<file path="src/design/eoo_pkg.sv">
package eoo_pkg;

   // Q1.16 smoothing coefficients
   localparam int unsigned FRAC_BITS   = 16;
   localparam int unsigned COEF_BITS   = FRAC_BITS + 1;
   localparam logic [COEF_BITS-1:0] COEF_ONE    = COEF_BITS'(65536);
   localparam logic [COEF_BITS-1:0] FORGET_PEAK = COEF_BITS'(655);
   localparam logic [COEF_BITS-1:0] FORGET_FLAT = COEF_BITS'(64881);
   localparam logic [COEF_BITS-1:0] ROUND_HALF  = COEF_BITS'(32768);

   // buffer length register
   localparam int unsigned LEN_BITS   = 13;
   localparam int unsigned POS_BITS   = 12;
   localparam logic [LEN_BITS-1:0] LEN_RESET  = LEN_BITS'(512);
   localparam logic [LEN_BITS-1:0] MAX_BUFFER = LEN_BITS'(4096);

   typedef struct packed {
      logic step;
      logic first;
   } mac_ctl_type;

endpackage

</file>
<file path="src/design/eoo_div.sv">
module eoo_div #(
   parameter int unsigned DIVIDEND_BITS = 16,
   parameter int unsigned DIVISOR_BITS  = 24
) (
   input  logic                     clock,
   input  logic                     reset,
   input  logic                     start,
   input  logic [DIVIDEND_BITS-1:0] dividend,
   input  logic [DIVISOR_BITS-1:0]  divisor,
   output logic                     busy,
   output logic [DIVIDEND_BITS-1:0] quotient
);

   localparam int unsigned CNT_BITS = $clog2(DIVIDEND_BITS + 1);

   logic [CNT_BITS-1:0]      cnt_ff, cnt_in;
   logic [DIVISOR_BITS:0]    rem_ff, rem_in;
   logic [DIVIDEND_BITS-1:0] quo_ff, quo_in;
   logic [DIVISOR_BITS-1:0]  div_ff, div_in;
   logic [DIVISOR_BITS:0]    trial;
   logic                     fits;

   // one restoring step per cycle: shift in the next dividend bit, subtract if it fits
   always_comb begin
      trial  = {rem_ff[DIVISOR_BITS-1:0], quo_ff[DIVIDEND_BITS-1]};
      fits   = (trial >= {1'b0, div_ff});
      cnt_in = cnt_ff;
      rem_in = rem_ff;
      quo_in = quo_ff;
      div_in = div_ff;
      if (start) begin
         cnt_in = CNT_BITS'(DIVIDEND_BITS);
         rem_in = '0;
         quo_in = dividend;
         div_in = divisor;
      end else if (cnt_ff != '0) begin
         cnt_in = cnt_ff - CNT_BITS'(1);
         rem_in = fits ? (trial - {1'b0, div_ff}) : trial;
         quo_in = {quo_ff[DIVIDEND_BITS-2:0], fits};
      end
   end

   always_ff @(posedge clock) begin
      if (reset) begin
         cnt_ff <= '0;
      end else begin
         cnt_ff <= cnt_in;
      end
      rem_ff <= rem_in;
      quo_ff <= quo_in;
      div_ff <= div_in;
   end

   assign busy     = (cnt_ff != '0);
   assign quotient = quo_ff;

endmodule

</file>
<file path="src/design/eoo_mac.sv">
module eoo_mac #(
   parameter int unsigned OPND_BITS = 18
) (
   input  logic                              clock,
   input  eoo_pkg::mac_ctl_type              ctl,
   input  logic [eoo_pkg::COEF_BITS-1:0]     coef,
   input  logic [OPND_BITS-1:0]              operand,
   output logic [OPND_BITS+eoo_pkg::FRAC_BITS-1:0] acc
);

   localparam int unsigned ACC_BITS  = OPND_BITS + eoo_pkg::FRAC_BITS;
   localparam int unsigned PROD_BITS = OPND_BITS + eoo_pkg::COEF_BITS;

   logic [PROD_BITS-1:0] prod;
   logic [ACC_BITS-1:0]  base;
   logic [ACC_BITS-1:0]  acc_ff, acc_in;

   // shared multiplier; a first step starts the sum at the rounding bias
   always_comb begin
      prod   = PROD_BITS'(coef) * PROD_BITS'(operand);
      base   = ctl.first ? ACC_BITS'(eoo_pkg::ROUND_HALF) : acc_ff;
      acc_in = ctl.step ? (base + prod[ACC_BITS-1:0]) : acc_ff;
   end

   always_ff @(posedge clock) begin
      acc_ff <= acc_in;
   end

   assign acc = acc_ff;

endmodule

</file>
<file path="src/design/envelope_onset_offset_detector.sv">
// Envelope onset/offset detector.
// Input channel req_*: one envelope sample per beat, taken when req_valid is
// high and req_stall is low. Result channel rsp_*: one beat per sample with
// the onset/offset flags of the current buffer, the adaptive threshold (Q2.16),
// the running mean (Q0.16) and buffer_end on the last sample of a buffer.
// csr_we/csr_wdata write the buffer length; write it only while idle.
// Each sample goes through the bit-serial divider for the mean update (one
// quotient bit a cycle), then the mean step and two passes through the shared
// multiply-accumulate unit; no new sample is taken until it is through.
// req_stall is high while a sample is in work. A finished result sits in the
// output register; if the receiver stalls, the block holds the next result in
// its final step until the register frees, and takes no new sample meanwhile.
// Reset clears the sample window, mean, count, threshold, flags and buffer
// position, and sets the buffer length to 512.
module envelope_onset_offset_detector #(
   parameter int unsigned SAMPLE_BITS     = 16,
   parameter int unsigned MEAN_COUNT_BITS = 24
) (
   input  logic                              clock,
   input  logic                              reset,
   input  logic                              req_valid,
   output logic                              req_stall,
   input  logic [SAMPLE_BITS-1:0]            req_envelope_sample,
   output logic                              rsp_valid,
   input  logic                              rsp_stall,
   output logic                              rsp_onset_seen,
   output logic                              rsp_offset_seen,
   output logic [SAMPLE_BITS+1:0]            rsp_threshold_level,
   output logic [SAMPLE_BITS-1:0]            rsp_mean_level,
   output logic                              rsp_buffer_end,
   input  logic                              csr_we,
   input  logic [eoo_pkg::LEN_BITS-1:0]      csr_wdata
);

   localparam int unsigned THR_BITS = SAMPLE_BITS + 2;
   localparam int unsigned ACC_BITS = THR_BITS + eoo_pkg::FRAC_BITS;
   localparam int unsigned LB       = eoo_pkg::LEN_BITS;
   localparam int unsigned PB       = eoo_pkg::POS_BITS;

   typedef enum logic [2:0] {
      S_IDLE,
      S_DIV,
      S_MEAN,
      S_MUL_A,
      S_MUL_B,
      S_FINISH
   } state_type;

   state_type                  state_ff, state_in;
   logic [SAMPLE_BITS-1:0]     oldest_ff, oldest_in;
   logic [SAMPLE_BITS-1:0]     middle_ff, middle_in;
   logic [SAMPLE_BITS-1:0]     newest_ff, newest_in;
   logic [MEAN_COUNT_BITS-1:0] count_ff, count_in;
   logic [SAMPLE_BITS-1:0]     mean_ff, mean_in;
   logic [THR_BITS-1:0]        thr_ff, thr_in;
   logic [PB-1:0]              pos_ff, pos_in;
   logic                       onset_ff, onset_in;
   logic                       offset_ff, offset_in;
   logic                       neg_ff, neg_in;
   logic [LB-1:0]              len_ff, len_in;

   logic                       rsp_valid_ff, rsp_valid_in;
   logic                       rsp_onset_ff, rsp_onset_in;
   logic                       rsp_offset_ff, rsp_offset_in;
   logic [THR_BITS-1:0]        rsp_thr_ff, rsp_thr_in;
   logic [SAMPLE_BITS-1:0]     rsp_mean_ff, rsp_mean_in;
   logic                       rsp_end_ff, rsp_end_in;

   logic                       accept;
   logic                       div_start;
   logic                       div_busy;
   logic [SAMPLE_BITS-1:0]     div_mag;
   logic [SAMPLE_BITS-1:0]     quotient;
   eoo_pkg::mac_ctl_type       mac_ctl;
   logic [eoo_pkg::COEF_BITS-1:0] mac_coef;
   logic [THR_BITS-1:0]        mac_opnd;
   logic [ACC_BITS-1:0]        mac_acc;

   logic                       peak;
   logic [eoo_pkg::COEF_BITS-1:0] forget;
   logic [THR_BITS-1:0]        thr_new;
   logic [LB-1:0]              len_eff;
   logic                       last;
   logic                       rising, falling;
   logic                       onset_base, offset_base;
   logic                       out_free;

   eoo_div #(
      .DIVIDEND_BITS (SAMPLE_BITS),
      .DIVISOR_BITS  (MEAN_COUNT_BITS)
   ) u_div (
      .clock    (clock),
      .reset    (reset),
      .start    (div_start),
      .dividend (div_mag),
      .divisor  (count_in),
      .busy     (div_busy),
      .quotient (quotient)
   );

   eoo_mac #(
      .OPND_BITS (THR_BITS)
   ) u_mac (
      .clock   (clock),
      .ctl     (mac_ctl),
      .coef    (mac_coef),
      .operand (mac_opnd),
      .acc     (mac_acc)
   );

   always_comb begin
      req_stall = (state_ff != S_IDLE);
      accept    = req_valid && !req_stall;
      out_free  = !rsp_valid_ff || !rsp_stall;

      peak    = (middle_ff > oldest_ff) && (middle_ff > newest_ff);
      forget  = peak ? eoo_pkg::FORGET_PEAK : eoo_pkg::FORGET_FLAT;
      thr_new = mac_acc[ACC_BITS-1:eoo_pkg::FRAC_BITS];

      if (len_ff == '0) begin
         len_eff = LB'(1);
      end else if (len_ff > eoo_pkg::MAX_BUFFER) begin
         len_eff = eoo_pkg::MAX_BUFFER;
      end else begin
         len_eff = len_ff;
      end
      last = (({1'b0, pos_ff} + LB'(1)) >= len_eff);

      rising      = (oldest_ff < middle_ff) && (middle_ff < newest_ff);
      falling     = (oldest_ff > middle_ff) && (middle_ff > newest_ff);
      onset_base  = (pos_ff == '0) ? 1'b0 : onset_ff;
      offset_base = (pos_ff == '0) ? 1'b0 : offset_ff;

      state_in  = state_ff;
      oldest_in = oldest_ff;
      middle_in = middle_ff;
      newest_in = newest_ff;
      count_in  = count_ff;
      mean_in   = mean_ff;
      thr_in    = thr_ff;
      pos_in    = pos_ff;
      onset_in  = onset_ff;
      offset_in = offset_ff;
      neg_in    = neg_ff;
      len_in    = csr_we ? csr_wdata : len_ff;

      rsp_valid_in  = (rsp_valid_ff && !rsp_stall) ? 1'b0 : rsp_valid_ff;
      rsp_onset_in  = rsp_onset_ff;
      rsp_offset_in = rsp_offset_ff;
      rsp_thr_in    = rsp_thr_ff;
      rsp_mean_in   = rsp_mean_ff;
      rsp_end_in    = rsp_end_ff;

      div_start = 1'b0;
      div_mag   = (req_envelope_sample < mean_ff) ? (mean_ff - req_envelope_sample)
                                                  : (req_envelope_sample - mean_ff);
      mac_ctl   = '0;
      mac_coef  = forget;
      mac_opnd  = thr_ff;

      case (state_ff)
         S_IDLE: begin
            if (accept) begin
               oldest_in = middle_ff;
               middle_in = newest_ff;
               newest_in = req_envelope_sample;
               count_in  = (count_ff == '1) ? count_ff : (count_ff + MEAN_COUNT_BITS'(1));
               neg_in    = (req_envelope_sample < mean_ff);
               div_start = 1'b1;
               state_in  = S_DIV;
            end
         end
         S_DIV: begin
            if (!div_busy) begin
               state_in = S_MEAN;
            end
         end
         S_MEAN: begin
            mean_in  = neg_ff ? (mean_ff - quotient) : (mean_ff + quotient);
            state_in = S_MUL_A;
         end
         S_MUL_A: begin
            // pull toward four times the mean
            mac_ctl.step  = 1'b1;
            mac_ctl.first = 1'b1;
            mac_coef      = eoo_pkg::COEF_ONE - forget;
            mac_opnd      = {mean_ff, 2'b00};
            state_in      = S_MUL_B;
         end
         S_MUL_B: begin
            mac_ctl.step = 1'b1;
            state_in     = S_FINISH;
         end
         S_FINISH: begin
            // hold here until the output register can take the beat
            if (out_free) begin
               thr_in    = thr_new;
               onset_in  = onset_base;
               offset_in = offset_base;
               if (!onset_base && !offset_base) begin
                  onset_in  = rising && ({2'b00, middle_ff} > thr_new);
                  offset_in = falling && ({2'b00, middle_ff} < thr_new);
               end
               pos_in        = last ? '0 : (pos_ff + PB'(1));
               rsp_valid_in  = 1'b1;
               rsp_onset_in  = onset_in;
               rsp_offset_in = offset_in;
               rsp_thr_in    = thr_new;
               rsp_mean_in   = mean_ff;
               rsp_end_in    = last;
               state_in      = S_IDLE;
            end
         end
         default: begin
            state_in = S_IDLE;
         end
      endcase
   end

   always_ff @(posedge clock) begin
      if (reset) begin
         state_ff     <= S_IDLE;
         oldest_ff    <= '0;
         middle_ff    <= '0;
         newest_ff    <= '0;
         count_ff     <= '0;
         mean_ff      <= '0;
         thr_ff       <= '0;
         pos_ff       <= '0;
         onset_ff     <= 1'b0;
         offset_ff    <= 1'b0;
         len_ff       <= eoo_pkg::LEN_RESET;
         rsp_valid_ff <= 1'b0;
      end else begin
         state_ff     <= state_in;
         oldest_ff    <= oldest_in;
         middle_ff    <= middle_in;
         newest_ff    <= newest_in;
         count_ff     <= count_in;
         mean_ff      <= mean_in;
         thr_ff       <= thr_in;
         pos_ff       <= pos_in;
         onset_ff     <= onset_in;
         offset_ff    <= offset_in;
         len_ff       <= len_in;
         rsp_valid_ff <= rsp_valid_in;
      end
      neg_ff        <= neg_in;
      rsp_onset_ff  <= rsp_onset_in;
      rsp_offset_ff <= rsp_offset_in;
      rsp_thr_ff    <= rsp_thr_in;
      rsp_mean_ff   <= rsp_mean_in;
      rsp_end_ff    <= rsp_end_in;
   end

   assign rsp_valid           = rsp_valid_ff;
   assign rsp_onset_seen      = rsp_onset_ff;
   assign rsp_offset_seen     = rsp_offset_ff;
   assign rsp_threshold_level = rsp_thr_ff;
   assign rsp_mean_level      = rsp_mean_ff;
   assign rsp_buffer_end      = rsp_end_ff;

endmodule

</file>
<file path="config.mk">
export PLATFORM = sky130hd
export DESIGN_NAME = envelope_onset_offset_detector
export DESIGN_NICKNAME = d
export VERILOG_FILES = /design/src/design/eoo_pkg.sv /design/src/design/eoo_div.sv /design/src/design/eoo_mac.sv /design/src/design/envelope_onset_offset_detector.sv
export SDC_FILE = /design/constraint.sdc
export NUM_CORES = 1
export LEC_CHECK = 0
export BUFFER_PORTS_ARGS = -buffer_cell sky130_fd_sc_hd__buf_2
export CAP_MARGIN = 10
export CORE_MARGIN = 2
export CORE_UTILIZATION = 40
export DETAILED_ROUTE_END_ITERATION = 7
export MAX_ROUTING_LAYER = met4
export PLACE_DENSITY = 0.52
export SLEW_MARGIN = 0
export SYNTH_ARGS = -nofsm -noshare
export SYNTH_HDL_FRONTEND = slang
export SYNTH_SLANG_ARGS = --single-unit
</file>
<file path="constraint.sdc">
create_clock -name clock -period 14.2 [get_ports clock]
set_input_delay 2.84 -clock clock [delete_from_list [all_inputs] [get_ports clock]]
set_output_delay 2.84 -clock clock [all_outputs]
set_load 0.01 [all_outputs]
</file>
==> flow_summary_export.csv <==
group,metric,value,unit
final_layout,final_net_count,3352,
final_layout,seqCellArea,6690,um^2
timing,hold_viol,0,
cts,htree_levels,2,
place,placedInstanceArea,26100,um^2
cts,cts_sinks,278,
route,vias,19092,
hold_path,min_path_type,"reg2reg",
global_routing,overflow,0,
critical_path,crit_arrival,9.68,ns
die,rows,91,
logic_synthesis,synthesis.nets,3338,
final_layout,postLayoutCellArea,27500,um^2
critical_path,crit_top_cell,"fa_1",
global_routing,grt_max_degree,82,
critical_path,cp_slowest_stage_delay,0.76,ns
route,ant_nets,0,
cts,clk_latency,0.58,ns
critical_path,critPathCaptureType,"register",
global_routing,grt.total_usage,0.226,
flow_run,maxCapViolCount,0,
cts,clockRootBuffer,"clkbuf_16",
logic_synthesis,async_flop_share,0,
die,core,61800,um^2
timing,layout_setup_ws,4.84,ns
logic_synthesis,synth_top_area_share,0.177,
die,start_util,0.405,
logic_synthesis,synthCells,2820,
cts,post_cts_buffers,0,
power_and_ir_drop,leakagePower,12.6,nW
critical_path,cp.required,14.52,ns
global_routing,grt_pass1_wl,110,mm
timing,maxSlewViolCount,0,
logic_synthesis,yosys-top-cells-area,"fa_1, edfxtp_1, dfxtp_1, ha_1, inv_1",
logic_synthesis,synthesis.area,25100,um^2
timing,fin_skew,0.0226,ns
route,drc,0,
final_layout,fillers,6073,
logic_synthesis,yosysSeqAreaShare,0.267,
power_and_ir_drop,power.density,187,nW/um^2
cts,hold_buffers,0,
route,drt_pre_antenna_iters,6,
cts,cts_tree,"done",
timing,rsz0062_at_grt,"false",
critical_path,path_class,"reg2reg",
logic_synthesis,avgSynthCellArea,8.89,um^2
timing,fin_crit_sh,0.659,
cts,ctsResizeCount,0,
place,hpwl,53.8,mm
cts,ctsLongestPathBuffers,3,
timing,finalCriticalPeriod,9.36,ns
place,port_buffers,72,
global_routing,antenna_found_initial,5,
critical_path,crit_fanout,27,
final_layout,syn_to_final_growth,9.52,%
place,dp_slack,4.91,ns
route,drt_iter0_drc,1037,
logic_synthesis,synth_seq_cells,278,
die,io_pins,73,
die,chipHeight,254,um
critical_path,critPathLaunchType,"register",
timing,tns,0,ns
die,die_x,254,um
logic_synthesis,synth-edff-count,112,
timing,finalSetupViolations,0,
power_and_ir_drop,power.total,0.00513,W
run_status,outcome,"finished clean",
die,die_area,64700,um^2
logic_synthesis,synth.distinct_cells,80,
critical_path,critPathSlowestCell,"xnor2_4",
route,wirelength,69.1,mm
final_layout,drive_gt1_frac,0.0667,
route,routedWlPerCell,18.7,um
cts,clkTransAtPathRegs,0.06,ns
power_and_ir_drop,ir_drop,0.0810,mV
logic_synthesis,synth_area_leader_cell,"fa_1",
timing,tightest_slew,1.07,ns
cts,cts_made_buffers,37,
final_layout,multiInputGateArea,16200,um^2
place,gp_congestion,0.919,
timing,relSlewSlack,0.282,
global_routing,grt_pass1_vias,19158,
logic_synthesis,yosysWarnings,0,
logic_synthesis,ys.flop_type,"dfxtp_1",
route,viasPerCell,5.16,
timing,fmax,107,MHz
layout make-up:
type,count,area share
multi-input combinational,1970,0.590
antenna,1,0.0000912
inverter,456,0.0624
clock buffer,56,0.0425
timing repair buffer,91,0.0184
clock inverter,12,0.00506
sequential,278,0.244
tap,837,0.0381
synthesized netlist by cell type (10+ instances only):
| cell | number |
|---|---|
| a31oi_1 | 33 |
| or3_1 | 10 |
| xor2_1 | 44 |
| o21bai_1 | 14 |
| fa_1 | 222 |
| nand2b_1 | 13 |
| nand2_1 | 345 |
| o21a_1 | 11 |
| buf_2 | 14 |
| a21oi_1 | 200 |
| mux2i_1 | 37 |
| o21ai_0 | 98 |
| nor2b_1 | 47 |
| and3_1 | 20 |
| a211oi_1 | 14 |
| clkbuf_1 | 82 |
| inv_1 | 454 |
| nor3_1 | 40 |
| xnor2_1 | 95 |
| ha_1 | 262 |
| dfxtp_1 | 166 |
| nand4_1 | 25 |
| nand3_1 | 53 |
| nand3b_1 | 13 |
| nor4_1 | 13 |
| a21o_1 | 48 |
| edfxtp_1 | 112 |
| o211ai_1 | 11 |
| o31ai_1 | 11 |
| nor2_1 | 175 |
| and2_1 | 12 |
registers in the layout, indices dropped and copies added, names as in the netlist, 18 cells and up:
signal and flops:
u_div.div_ff 24, u_div.rem_ff 24, thr_ff 18, rsp_threshold_level 18, u_mac.acc 34, count_ff 24
report_power, final:
group	total (W)	switching, W	internal, W
logic	0.00286	0.00176	0.00110
clock network	0.000991	0.000396	0.000595
registers	0.00128	0.000197	0.00108
total	0.00513	0.00235	0.00277
cells by family (layout without fill, tap and decap cells):
logic type,after synthesis,count (layout),synth area share
mux,44,44,0.0180
xor+xnor,140,140,0.0492
other cells,1,2,0.000150
flops,278,278,0.267
buf+inv,572,615,0.0889
compound gates,500,500,0.122
simple gates,799,799,0.146
fa+ha+maj,486,486,0.309
critical path: cells and delay by family (launching register included):
kind,cells,cell delay [ns]
AO/OA/AOI/OAI,11,2.50
XOR/XNOR,2,0.92
adder cells (fa/ha/maj),8,3.76
buffers and inverters,5,0.28
flip-flops,1,0.41
AND/OR/NAND/NOR,5,1.24
worst paths after layout:
| kind | startpoint | end | slack [ns] | cells after the start |
|---|---|---|---|---|
| max | middle_ff[9] | u_mac.acc[32] | 4.84 | 31 |
| min | thr_ff[14] | thr_ff[14] | 0.45 | 2 |
| max reg2reg | middle_ff[9] | u_mac.acc[32] | 4.84 | 31 |
| min reg2reg | thr_ff[14] | thr_ff[14] | 0.45 | 2 |
stage by stage:
stage / util / cells / hold slack (ns)
finish: 0.444 / 3701 / 0.454
global route: 0.444 / 3701 / 0.475
CTS: 0.444 / 3700 / 0.456
detailed placement: 0.423 / 3632 / 0.448
global placement: 0.423 / 3632 / 0.445
floorplan: - / 2820 / 0.425
cell usage in the layout, fill, tap and decap left out, drive strengths merged, types with 12 or more instances in the layout:
cell / synthesis / routed
a211oi: 15 / 15
a21o: 48 / 48
a21oi: 202 / 202
a31oi: 35 / 35
and2: 12 / 12
and3: 20 / 20
buf: 33 / 91
clkbuf: 83 / 56
dfxtp: 166 / 166
edfxtp: 112 / 112
fa: 222 / 222
ha: 262 / 262
inv: 455 / 457
mux2i: 38 / 38
nand2: 345 / 345
nand2b: 13 / 13
nand3: 54 / 54
nand3b: 13 / 13
nand4: 25 / 25
nor2: 175 / 175
nor2b: 47 / 47
nor3: 41 / 41
nor4: 14 / 14
o21ai: 100 / 100
o21bai: 14 / 14
or2: 12 / 12
xnor2: 96 / 96
xor2: 44 / 44
per-layer routing:
layer  track usage  share of wire  vias up
met4        0.0508          0.022        0
met1         0.316           0.48     9241
li1              -              -     9321
met2         0.343           0.44      438
met5             -              0        -
met3        0.0392          0.057       92
Power figures use the tool's default switching activity.
